==> src/rtl/core/tbs_pkg.sv <==
// Shared types and constants for the token bucket shaper.
// No dependencies; every other file of the block uses this package.
`timescale 1ns / 1ps

package tbs_pkg;

	localparam int unsigned QUEUE_DEPTH_DEF = 16;

	localparam int unsigned TOK_W  = 16;
	localparam int unsigned ID_W   = 16;
	localparam int unsigned EV_W   = 3;
	localparam int unsigned CFG_IDX_W  = 1;
	localparam int unsigned CFG_DATA_W = 16;

	// configuration register indexes
	localparam logic [CFG_IDX_W-1:0] CFG_BUCKET_DEPTH   = 1'b0;
	localparam logic [CFG_IDX_W-1:0] CFG_INITIAL_TOKENS = 1'b1;

	localparam logic [TOK_W-1:0] BUCKET_DEPTH_RST   = 16'd10;
	localparam logic [TOK_W-1:0] INITIAL_TOKENS_RST = 16'd3;

	// request commands
	localparam logic CMD_ARRIVAL = 1'b0;
	localparam logic CMD_TICK    = 1'b1;

	// result event codes
	localparam logic [EV_W-1:0] EV_ENQ      = 3'd0;
	localparam logic [EV_W-1:0] EV_BIG      = 3'd1;
	localparam logic [EV_W-1:0] EV_FULL     = 3'd2;
	localparam logic [EV_W-1:0] EV_TOK_ADD  = 3'd3;
	localparam logic [EV_W-1:0] EV_TOK_DROP = 3'd4;
	localparam logic [EV_W-1:0] EV_REL      = 3'd5;

	// one queue entry: token need and packet id
	typedef struct packed {
		logic [TOK_W-1:0] need;
		logic [ID_W-1:0]  id;
	} tbs_entry_t;

	// controller -> datapath
	typedef struct packed {
		logic take_in;   // request accepted this cycle
		logic emit_pend; // move the pending result to the output register
		logic rel_head;  // head packet leaves together with the emit
	} tbs_cmd_t;

	// datapath -> controller
	typedef struct packed {
		logic out_free;  // output register can take a result this cycle
		logic head_ok;   // queue not empty and head need covered by tokens
	} tbs_stat_t;

endpackage

==> src/rtl/core/tbs_if.sv <==
// Handshake channels of the token bucket shaper: request in, result out.
// Depends on tbs_pkg for field widths.
`timescale 1ns / 1ps

interface tbs_req_if;
	logic                       valid;
	logic                       ready;
	logic                       cmd;
	logic [tbs_pkg::TOK_W-1:0] tokens_needed;

	modport source (output valid, output cmd, output tokens_needed, input ready);
	modport sink   (input valid, input cmd, input tokens_needed, output ready);
endinterface

interface tbs_res_if #(
	parameter int unsigned CNT_W = 5
);
	logic                       valid;
	logic                       ready;
	logic [tbs_pkg::EV_W-1:0]  event_res;
	logic [tbs_pkg::ID_W-1:0]  packet_id;
	logic [tbs_pkg::TOK_W-1:0] tokens_now;
	logic [CNT_W-1:0]           queue_count;
	logic                       last;

	modport source (output valid, output event_res, output packet_id, output tokens_now,
		output queue_count, output last, input ready);
	modport sink   (input valid, input event_res, input packet_id, input tokens_now,
		input queue_count, input last, output ready);
endinterface

==> src/rtl/core/tbs_ctrl.sv <==
// Sequencer of the token bucket shaper: request acceptance and release loop.
// Depends on tbs_pkg for the command and status structs.
`timescale 1ns / 1ps

module tbs_ctrl (
	input  logic                clk,
	input  logic                arst_n,
	input  logic                req_valid,
	input  logic                req_cmd,
	output logic                req_ready,
	input  tbs_pkg::tbs_stat_t stat,
	output tbs_pkg::tbs_cmd_t  cmd
);

	typedef enum logic [2:0] {
		S_IDLE  = 3'b001,
		S_READ  = 3'b010,
		S_CHECK = 3'b100
	} state_t;

	state_t state_q, state_d;

	assign req_ready = (state_q == S_IDLE) && stat.out_free;

	always_comb begin
		state_d       = state_q;
		cmd.take_in   = 1'b0;
		cmd.emit_pend = 1'b0;
		cmd.rel_head  = 1'b0;
		case (state_q)
			S_IDLE: begin
				cmd.take_in = req_valid && req_ready;
				if (cmd.take_in && (req_cmd == tbs_pkg::CMD_TICK)) begin
					state_d = S_READ;
				end
			end
			S_READ: begin
				// head entry read is in flight
				state_d = S_CHECK;
			end
			S_CHECK: begin
				if (stat.out_free) begin
					cmd.emit_pend = 1'b1;
					cmd.rel_head  = stat.head_ok;
					state_d       = stat.head_ok ? S_READ : S_IDLE;
				end
			end
			default: begin
				state_d = S_IDLE;
			end
		endcase
	end

	always_ff @(posedge clk or negedge arst_n) begin
		if (!arst_n) begin
			state_q <= S_IDLE;
		end else begin
			state_q <= state_d;
		end
	end

	a_onehot: assert property (@(posedge clk) disable iff (!arst_n) $onehot(state_q))
		else $error("controller state not one-hot");
	a_read_check: assert property (@(posedge clk) disable iff (!arst_n)
		state_q == S_READ |=> state_q == S_CHECK)
		else $error("head read not followed by check");
	a_rel_emit: assert property (@(posedge clk) disable iff (!arst_n)
		cmd.rel_head |-> cmd.emit_pend && state_q == S_CHECK)
		else $error("release outside of an emit");

endmodule

==> src/rtl/core/tbs_dp.sv <==
// Datapath of the token bucket shaper: registers, bucket, wait queue memory,
// pending result and output register. Depends on tbs_pkg and tbs_if.
`timescale 1ns / 1ps

module tbs_dp #(
	parameter int unsigned QUEUE_DEPTH = tbs_pkg::QUEUE_DEPTH_DEF,
	parameter int unsigned CNT_W       = $clog2(QUEUE_DEPTH + 1)
) (
	input  logic                             clk,
	input  logic                             arst_n,
	input  logic                             cfg_we,
	input  logic [tbs_pkg::CFG_IDX_W-1:0]   cfg_idx,
	input  logic [tbs_pkg::CFG_DATA_W-1:0]  cfg_wdata,
	input  logic                             req_cmd,
	input  logic [tbs_pkg::TOK_W-1:0]       req_need,
	input  tbs_pkg::tbs_cmd_t               cmd,
	output tbs_pkg::tbs_stat_t              stat,
	tbs_res_if.source                        res
);

	localparam int unsigned PTR_W = (QUEUE_DEPTH > 1) ? $clog2(QUEUE_DEPTH) : 1;
	localparam logic [PTR_W-1:0] PTR_LAST = PTR_W'(QUEUE_DEPTH - 1);
	localparam logic [CNT_W-1:0] CNT_FULL = CNT_W'(QUEUE_DEPTH);

	logic [tbs_pkg::TOK_W-1:0] depth_q, init_q, level_q;
	logic [tbs_pkg::ID_W-1:0]  arr_cnt_q;
	logic [PTR_W-1:0]          head_q, tail_q;
	logic [CNT_W-1:0]          fill_q;

	tbs_pkg::tbs_entry_t mem [QUEUE_DEPTH];
	tbs_pkg::tbs_entry_t rd_q;

	// pending result, held until its last flag is known
	logic [tbs_pkg::EV_W-1:0]  pend_ev_q;
	logic [tbs_pkg::ID_W-1:0]  pend_id_q;
	logic [tbs_pkg::TOK_W-1:0] pend_tok_q;
	logic [CNT_W-1:0]          pend_cnt_q;

	logic                      out_valid_q;
	logic [tbs_pkg::EV_W-1:0]  out_ev_q;
	logic [tbs_pkg::ID_W-1:0]  out_id_q;
	logic [tbs_pkg::TOK_W-1:0] out_tok_q;
	logic [CNT_W-1:0]          out_cnt_q;
	logic                      out_last_q;

	logic                      take_arr, take_tick, too_big, q_full, do_enq, tok_full;
	logic [tbs_pkg::ID_W-1:0]  id_next;
	logic [tbs_pkg::EV_W-1:0]  arr_ev;
	logic [tbs_pkg::TOK_W-1:0] level_rel;
	logic [tbs_pkg::TOK_W-1:0] level_tick;

	assign take_arr  = cmd.take_in && (req_cmd == tbs_pkg::CMD_ARRIVAL);
	assign take_tick = cmd.take_in && (req_cmd == tbs_pkg::CMD_TICK);
	assign id_next   = arr_cnt_q + 16'd1;
	assign too_big   = req_need > depth_q;
	assign q_full    = fill_q == CNT_FULL;
	assign do_enq    = take_arr && !too_big && !q_full;
	assign arr_ev    = too_big ? tbs_pkg::EV_BIG : (q_full ? tbs_pkg::EV_FULL : tbs_pkg::EV_ENQ);
	assign tok_full  = level_q >= depth_q;
	assign level_tick = tok_full ? level_q : level_q + 16'd1;
	assign level_rel = level_q - rd_q.need;

	assign stat.out_free = !out_valid_q || res.ready;
	assign stat.head_ok  = (fill_q != '0) && (rd_q.need <= level_q);

	// wait queue memory
	always_ff @(posedge clk) begin
		if (do_enq) begin
			mem[tail_q] <= '{need: req_need, id: id_next};
		end
		rd_q <= mem[head_q];
	end

	always_ff @(posedge clk or negedge arst_n) begin
		if (!arst_n) begin
			depth_q   <= tbs_pkg::BUCKET_DEPTH_RST;
			init_q    <= tbs_pkg::INITIAL_TOKENS_RST;
			level_q   <= tbs_pkg::INITIAL_TOKENS_RST;
			arr_cnt_q <= '0;
			head_q    <= '0;
			tail_q    <= '0;
			fill_q    <= '0;
		end else begin
			if (cfg_we && cfg_idx == tbs_pkg::CFG_BUCKET_DEPTH) begin
				depth_q <= cfg_wdata;
			end
			if (cfg_we && cfg_idx == tbs_pkg::CFG_INITIAL_TOKENS) begin
				init_q  <= cfg_wdata;
				level_q <= cfg_wdata;
			end else if (take_tick) begin
				level_q <= level_tick;
			end else if (cmd.rel_head) begin
				level_q <= level_rel;
			end
			if (take_arr) begin
				arr_cnt_q <= id_next;
			end
			if (do_enq) begin
				tail_q <= (tail_q == PTR_LAST) ? '0 : tail_q + PTR_W'(1);
				fill_q <= fill_q + CNT_W'(1);
			end else if (cmd.rel_head) begin
				head_q <= (head_q == PTR_LAST) ? '0 : head_q + PTR_W'(1);
				fill_q <= fill_q - CNT_W'(1);
			end
		end
	end

	always_ff @(posedge clk) begin
		if (take_tick) begin
			pend_ev_q  <= tok_full ? tbs_pkg::EV_TOK_DROP : tbs_pkg::EV_TOK_ADD;
			pend_id_q  <= '0;
			pend_tok_q <= level_tick;
			pend_cnt_q <= fill_q;
		end else if (cmd.rel_head) begin
			pend_ev_q  <= tbs_pkg::EV_REL;
			pend_id_q  <= rd_q.id;
			pend_tok_q <= level_rel;
			pend_cnt_q <= fill_q - CNT_W'(1);
		end
	end

	// output register
	always_ff @(posedge clk or negedge arst_n) begin
		if (!arst_n) begin
			out_valid_q <= 1'b0;
		end else if (take_arr || cmd.emit_pend) begin
			out_valid_q <= 1'b1;
		end else if (res.ready) begin
			out_valid_q <= 1'b0;
		end
	end

	always_ff @(posedge clk) begin
		if (take_arr) begin
			out_ev_q   <= arr_ev;
			out_id_q   <= id_next;
			out_tok_q  <= level_q;
			out_cnt_q  <= do_enq ? fill_q + CNT_W'(1) : fill_q;
			out_last_q <= 1'b1;
		end else if (cmd.emit_pend) begin
			out_ev_q   <= pend_ev_q;
			out_id_q   <= pend_id_q;
			out_tok_q  <= pend_tok_q;
			out_cnt_q  <= pend_cnt_q;
			out_last_q <= !cmd.rel_head;
		end
	end

	assign res.valid       = out_valid_q;
	assign res.event_res   = out_ev_q;
	assign res.packet_id   = out_id_q;
	assign res.tokens_now  = out_tok_q;
	assign res.queue_count = out_cnt_q;
	assign res.last        = out_last_q;

	a_fill_bound: assert property (@(posedge clk) disable iff (!arst_n) fill_q <= CNT_FULL)
		else $error("queue fill above depth");
	a_rel_covered: assert property (@(posedge clk) disable iff (!arst_n)
		cmd.rel_head |-> fill_q != '0 && rd_q.need <= level_q)
		else $error("release without covering tokens");
	a_no_overwrite: assert property (@(posedge clk) disable iff (!arst_n)
		(take_arr || cmd.emit_pend) |-> (!out_valid_q || res.ready))
		else $error("output register overwritten while held");

endmodule

==> src/rtl/core/token_bucket_shaper_core.sv <==
// Token bucket shaper top level: joins controller, datapath and channels.
// An arrival is answered from idle; a tick runs READ then CHECK per release, plus a final pair.
// Each release costs a registered head read of the queue memory plus a check.
// Reset: asynchronous, active low; bucket depth 10, initial and current
// tokens 3, queue empty, arrival counter zero. Queue memory is not cleared.
`timescale 1ns / 1ps

module token_bucket_shaper_core #(
	parameter int unsigned QUEUE_DEPTH = tbs_pkg::QUEUE_DEPTH_DEF,
	parameter int unsigned CNT_W       = $clog2(QUEUE_DEPTH + 1)
) (
	input  logic                            clk,
	input  logic                            arst_n,
	input  logic                            cfg_we,
	input  logic [tbs_pkg::CFG_IDX_W-1:0]  cfg_idx,
	input  logic [tbs_pkg::CFG_DATA_W-1:0] cfg_wdata,
	tbs_req_if.sink                         req,
	tbs_res_if.source                       res
);

	// Controller and datapath talk only through these two structs.
	tbs_pkg::tbs_cmd_t  cmd;
	tbs_pkg::tbs_stat_t stat;
	logic               req_ready;

	// A request is taken only while the sequencer is idle and the output
	// register is free or being drained in the same cycle.
	assign req.ready = req_ready;

	tbs_ctrl u_ctrl (
		.clk       (clk),
		.arst_n    (arst_n),
		.req_valid (req.valid),
		.req_cmd   (req.cmd),
		.req_ready (req_ready),
		.stat      (stat),
		.cmd       (cmd)
	);

	// Datapath holds bucket state, the wait queue memory (one write port at
	// the tail, one registered read port at the head) and the result register.
	tbs_dp #(
		.QUEUE_DEPTH (QUEUE_DEPTH),
		.CNT_W       (CNT_W)
	) u_dp (
		.clk       (clk),
		.arst_n    (arst_n),
		.cfg_we    (cfg_we),
		.cfg_idx   (cfg_idx),
		.cfg_wdata (cfg_wdata),
		.req_cmd   (req.cmd),
		.req_need  (req.tokens_needed),
		.cmd       (cmd),
		.stat      (stat),
		.res       (res)
	);

endmodule
==> src/flat_wrapper.sv <==
// flat-port wrapper written by rule: the top's interface ports become plain ports
module token_bucket_shaper_core_flat 
#(
	parameter int unsigned QUEUE_DEPTH = tbs_pkg::QUEUE_DEPTH_DEF,
	parameter int unsigned CNT_W       = $clog2(QUEUE_DEPTH + 1)
)
  (clk, arst_n, cfg_we, cfg_idx, cfg_wdata, req_valid, req_cmd, req_tokens_needed, req_ready, res_valid, res_event_res, res_packet_id, res_tokens_now, res_queue_count, res_last, res_ready);
  tbs_req_if req_i ();
  tbs_res_if #(.CNT_W(CNT_W)) res_i ();
  input  logic clk;
  input  logic arst_n;
  input  logic cfg_we;
  input  logic [tbs_pkg::CFG_IDX_W-1:0] cfg_idx;
  input  logic [tbs_pkg::CFG_DATA_W-1:0] cfg_wdata;
  input wire logic [$bits(req_i.valid)-1:0] req_valid;
  input wire logic [$bits(req_i.cmd)-1:0] req_cmd;
  input wire logic [$bits(req_i.tokens_needed)-1:0] req_tokens_needed;
  output wire logic [$bits(req_i.ready)-1:0] req_ready;
  output wire logic [$bits(res_i.valid)-1:0] res_valid;
  output wire logic [$bits(res_i.event_res)-1:0] res_event_res;
  output wire logic [$bits(res_i.packet_id)-1:0] res_packet_id;
  output wire logic [$bits(res_i.tokens_now)-1:0] res_tokens_now;
  output wire logic [$bits(res_i.queue_count)-1:0] res_queue_count;
  output wire logic [$bits(res_i.last)-1:0] res_last;
  input wire logic [$bits(res_i.ready)-1:0] res_ready;
  assign req_i.valid = req_valid;
  assign req_i.cmd = req_cmd;
  assign req_i.tokens_needed = req_tokens_needed;
  assign req_ready = req_i.ready;
  assign res_valid = res_i.valid;
  assign res_event_res = res_i.event_res;
  assign res_packet_id = res_i.packet_id;
  assign res_tokens_now = res_i.tokens_now;
  assign res_queue_count = res_i.queue_count;
  assign res_last = res_i.last;
  assign res_i.ready = res_ready;
  token_bucket_shaper_core #(.QUEUE_DEPTH(QUEUE_DEPTH), .CNT_W(CNT_W)) u_core (.clk(clk), .arst_n(arst_n), .cfg_we(cfg_we), .cfg_idx(cfg_idx), .cfg_wdata(cfg_wdata), .req(req_i), .res(res_i));
endmodule
==> config.mk <==
export PLATFORM = sky130hd
export DESIGN_NAME = token_bucket_shaper_core_flat
export DESIGN_NICKNAME = d
export VERILOG_FILES = /design/src/rtl/core/tbs_pkg.sv /design/src/rtl/core/tbs_if.sv /design/src/rtl/core/tbs_ctrl.sv /design/src/rtl/core/tbs_dp.sv /design/src/rtl/core/token_bucket_shaper_core.sv /design/src/flat_wrapper.sv
export SDC_FILE = /design/constraint.sdc
export NUM_CORES = 1
export LEC_CHECK = 0
export ABC_CLOCK_PERIOD_IN_PS = 17450
export BUFFER_PORTS_ARGS = -buffer_cell sky130_fd_sc_hd__buf_2
export CORE_ASPECT_RATIO = 1.75
export CORE_MARGIN = 5
export CORE_UTILIZATION = 25
export CTS_CLUSTER_DIAMETER = 60
export DETAILED_ROUTE_END_ITERATION = 12
export SYNTH_ARGS = -nofsm -noshare
export SYNTH_HDL_FRONTEND = slang
export SYNTH_SLANG_ARGS = --single-unit
==> constraint.sdc <==
create_clock -name clk -period 17.45 [get_ports clk]
set_clock_uncertainty 0.1 [all_clocks]
set_input_delay 2.6175 -clock clk [delete_from_list [all_inputs] [get_ports clk]]
set_output_delay 2.6175 -clock clk [all_outputs]
set_load 0.02 [all_outputs]
==> results.md <==
* Result of the run: complete, no violations
* Final Non-Filler Cells at 3569
* Top flip-flop cell by instance count after synthesis: sky130_fd_sc_hd__edfxtp_1
* Crit path time final at 6630 ps
* Cell count after placement at 3452
* CP arrival at 6760 ps
* Worst min-delay path class: reg -> reg
* Worst Reg2Reg Path Length in Cells at 12
* Layout Nets at 2118
* Highest Clock Rate at 151 MHz
* Largest register FFs at 512
* Launching element type of the critical path: primary input
* Transition time at the pin with the least slew margin at 1210 ps
* Overflow left after global routing at 0
* Worst relative slew slack at 18.7%
* Die width at 266 um
* CTS H-tree lvls at 2
* Std-Cell Rows at 164
* Worst setup margin at 10820 ps
* Vias post-DR at 16300
* Initial standard-cell utilization of the core at 25.2%
* Number of buffers between clock root and the deepest sink at 3
* Global-route usage over all layers at 11.3%
* Clock buffers created by TritonCTS at 59
* Aggregate negative setup slack at 0 ps
* Fill cells at 11400
* Number of max-cap violations at 0
* Startpoint of the tightest hold check path: u_core.u_dp.rd_q[0]
* Seq cells post-synth at 690
* Top-level port count at 82
* Peak VDD IR at 0.0000832 V
* Required time of the critical path at 17580 ps
* Total of endpoints with negative setup slack in the final report at 0
* Unrepaired setup endpoints after global routing: no
* Drt total wl at 71.5 mm
* Post-synth net total at 2029
* Number of cells on the worst hold path at 2
* First-pass GRT wire length at 107 mm
* Number of iterations in the first detailed-routing pass at 5
* # DRC at 0
* Source-to-sink clock delay at the later pin of the worst-skew pair at 640 ps
* Number of DRC markers after the initial detailed-route iteration at 1162
* Pwr per Cell Area at 119 nW/um^2
* Number of global-route vias before repair at 16600
* Post-DP HPWL at 45.5 mm
* Post-Route Hold Slack at 337 ps
* Post-synthesis to final-layout area growth at 15.5%
* Post-cts hold buffer count at 0
* Unique cell type count in the Yosys netlist at 70
* Portion of the post-synthesis area used by sequential elements at 69.3%
* Static Leakage at 0.0113 uW
* Die footprint at 122000 sq um
* DRT antenna net count at 0
* Std-Cell Core Area at 114000 sq um
* Critical Path Source: req_tokens_needed[1]
* Critical Path End Type: register
* Maximum number of pins on one net before global-route repair at 109
* Number of clock sinks seen by CTS at 690
* Final weighted congestion in routability-driven placement at 0.776
* Max Slew Vio Count at 0
* Post-CTS Setup Inserts at 0
* Post-synthesis instance area at 28700 sq um
* Count of flip-flops with a built-in enable after synthesis at 576
* Fraction of final layout cells sized beyond drive strength 1 at 18.2%
* Largest registers: u_core.u_dp.mem: 512 flops, u_core.u_dp.rd_q: 32 flops
* Critical path class: in -> reg
* CTS tree: yes
* Mean instance size in the synthesized netlist at 14.9 sq um
* Worst setup timing slack at the placement stage at 10040 ps
* Die height at 459 um
* WL/cell at 20.0 um
* Count of synthesis-stage warnings from yosys at 0
* Antenna violations before repair at 7
* Largest area contributor in the netlist: sky130_fd_sc_hd__edfxtp_1
* Post-CTS sizing at 0
* Routed via count divided by cell count at 4.57
* Dominant cells by area after synthesis: sky130_fd_sc_hd__edfxtp_1, sky130_fd_sc_hd__dfrtp_1, sky130_fd_sc_hd__mux4_2, sky130_fd_sc_hd__mux2i_1, sky130_fd_sc_hd__dfxtp_1
* Share of flip-flops with an asynchronous set or reset after synthesis at 9.42%
* Crit-path max FO at 32
* Reg with most FFs: u_core.u_dp.mem
* Reg-to-Reg Start: u_core.u_dp.depth_q[1]
* Count of endpoints failing hold in the final timing report at 0
* Cells after Synth at 1930
* Final worst path period share at 38.0%
* IO Port Bufs at 81
* Clock edge transition at the registers on the reported setup and hold paths at 70 ps
* Root buf cell: sky130_fd_sc_hd__clkbuf_16
* Yosys top cell area share at 60.2%
[cells in the final DEF (no fill, tap or decap), types with 20 or more instances in the layout]
master	count
sky130_fd_sc_hd__nor2_1	58
sky130_fd_sc_hd__dfxtp_1	49
sky130_fd_sc_hd__buf_2	80
sky130_fd_sc_hd__xnor2_1	27
sky130_fd_sc_hd__buf_4	43
sky130_fd_sc_hd__clkbuf_16	63
sky130_fd_sc_hd__xor2_1	20
sky130_fd_sc_hd__a21oi_1	79
sky130_fd_sc_hd__mux4_2	64
sky130_fd_sc_hd__o21ai_0	108
sky130_fd_sc_hd__mux2i_1	111
sky130_fd_sc_hd__nand2_1	251
sky130_fd_sc_hd__a22oi_1	34
sky130_fd_sc_hd__ha_1	59
sky130_fd_sc_hd__inv_1	52
sky130_fd_sc_hd__edfxtp_1	576
sky130_fd_sc_hd__mux2_2	26
sky130_fd_sc_hd__nand3_1	22
sky130_fd_sc_hd__dfrtp_1	57
sky130_fd_sc_hd__a221oi_1	35
[per-layer routing]
layer / global-route usage (%) / wire [um] / up-vias
met5: 0 / 8 / -
met4: 3.62 / 2060 / 2
met1: 13.4 / 28000 / 8331
met2: 21.1 / 38300 / 375
met3: 1.39 / 3120 / 94
li1: - / - / 7523
[cell families after synthesis]
| logic type | share of synthesized area (%) |
|---|---|
| buf+inv | 2.08 |
| mux | 9.90 |
| fa+ha+maj | 2.64 |
| simple gates | 6.66 |
| flops | 69.3 |
| xor+xnor | 1.68 |
| compound gates | 7.78 |
[per-stage QoR]
step           total power [uW]  util (%)  area, sq um
3_3_place_gp               2620      27.3        31200
2_1_floorplan              2420         -        28700
3_5_place_dp               2630      27.3        31200
5_1_grt                    4130      29.0        33200
6_report                   3960      29.0        33200
4_1_cts                    4000      29.0        33200
[report_power, final]
group          internal (uW)  switching (uW)  leakage, uW
logic                    211             369      0.00375
clock network            756             607      0.00100
registers               1930            83.4      0.00656
[cell usage after synthesis, types with 10 or more instances]
cell	n
sky130_fd_sc_hd__a21o_1	15
sky130_fd_sc_hd__a21oi_1	79
sky130_fd_sc_hd__a221oi_1	35
sky130_fd_sc_hd__a22oi_1	34
sky130_fd_sc_hd__and3_1	14
sky130_fd_sc_hd__buf_1	11
sky130_fd_sc_hd__buf_2	18
sky130_fd_sc_hd__clkbuf_1	65
sky130_fd_sc_hd__dfrtp_1	60
sky130_fd_sc_hd__dfxtp_1	49
sky130_fd_sc_hd__edfxtp_1	576
sky130_fd_sc_hd__ha_1	59
sky130_fd_sc_hd__inv_1	52
sky130_fd_sc_hd__mux2_2	26
sky130_fd_sc_hd__mux2i_1	111
sky130_fd_sc_hd__mux4_2	64
sky130_fd_sc_hd__nand2_1	251
sky130_fd_sc_hd__nand2b_1	10
sky130_fd_sc_hd__nand3_1	22
sky130_fd_sc_hd__nand4_1	13
sky130_fd_sc_hd__nor2_1	64
sky130_fd_sc_hd__nor3_1	11
sky130_fd_sc_hd__nor4_1	10
sky130_fd_sc_hd__o21ai_0	108
sky130_fd_sc_hd__xnor2_1	33
sky130_fd_sc_hd__xor2_1	22
[final cells by class]
type                            instances  area [sq um]  share of cell area [%]
Timing Repair Buffer                  124           743                    2.24
Sequential cell                       690         19900                    60.0
Multi-Input combinational cell       1091          8420                    25.4
Antenna cell                            5          12.5                  0.0377
Inverter                               53           201                   0.607
Clock buffer                           79          1720                    5.17
Tap cell                             1494          1870                    5.63
Clock inverter                         33           319                   0.961
[critical path, cell delays in order]
cell                       delay [ps]
sky130_fd_sc_hd__buf_2            260
sky130_fd_sc_hd__ha_1             300
sky130_fd_sc_hd__nor2b_1          130
sky130_fd_sc_hd__o21a_1           160
sky130_fd_sc_hd__o21a_1           160
sky130_fd_sc_hd__o21ai_0          310
sky130_fd_sc_hd__o211ai_1         380
sky130_fd_sc_hd__a21oi_2          310
sky130_fd_sc_hd__nand2_2          220
sky130_fd_sc_hd__inv_1            430
sky130_fd_sc_hd__nand3_1          420
sky130_fd_sc_hd__nor2_4          1030
[final timing paths]
path                                             end  slack (ps)
max reg2reg                   u_core.u_dp.mem[13][9]       12420
min reg2reg                 u_core.u_dp.pend_id_q[0]         340
min                         u_core.u_dp.pend_id_q[0]         340
max                           u_core.u_dp.mem[13][9]       10820
max in group asynchronous      u_core.u_dp.head_q[1]       14370
min in group asynchronous  u_core.u_dp.arr_cnt_q[11]        1720
Power figures use the tool's default switching activity.
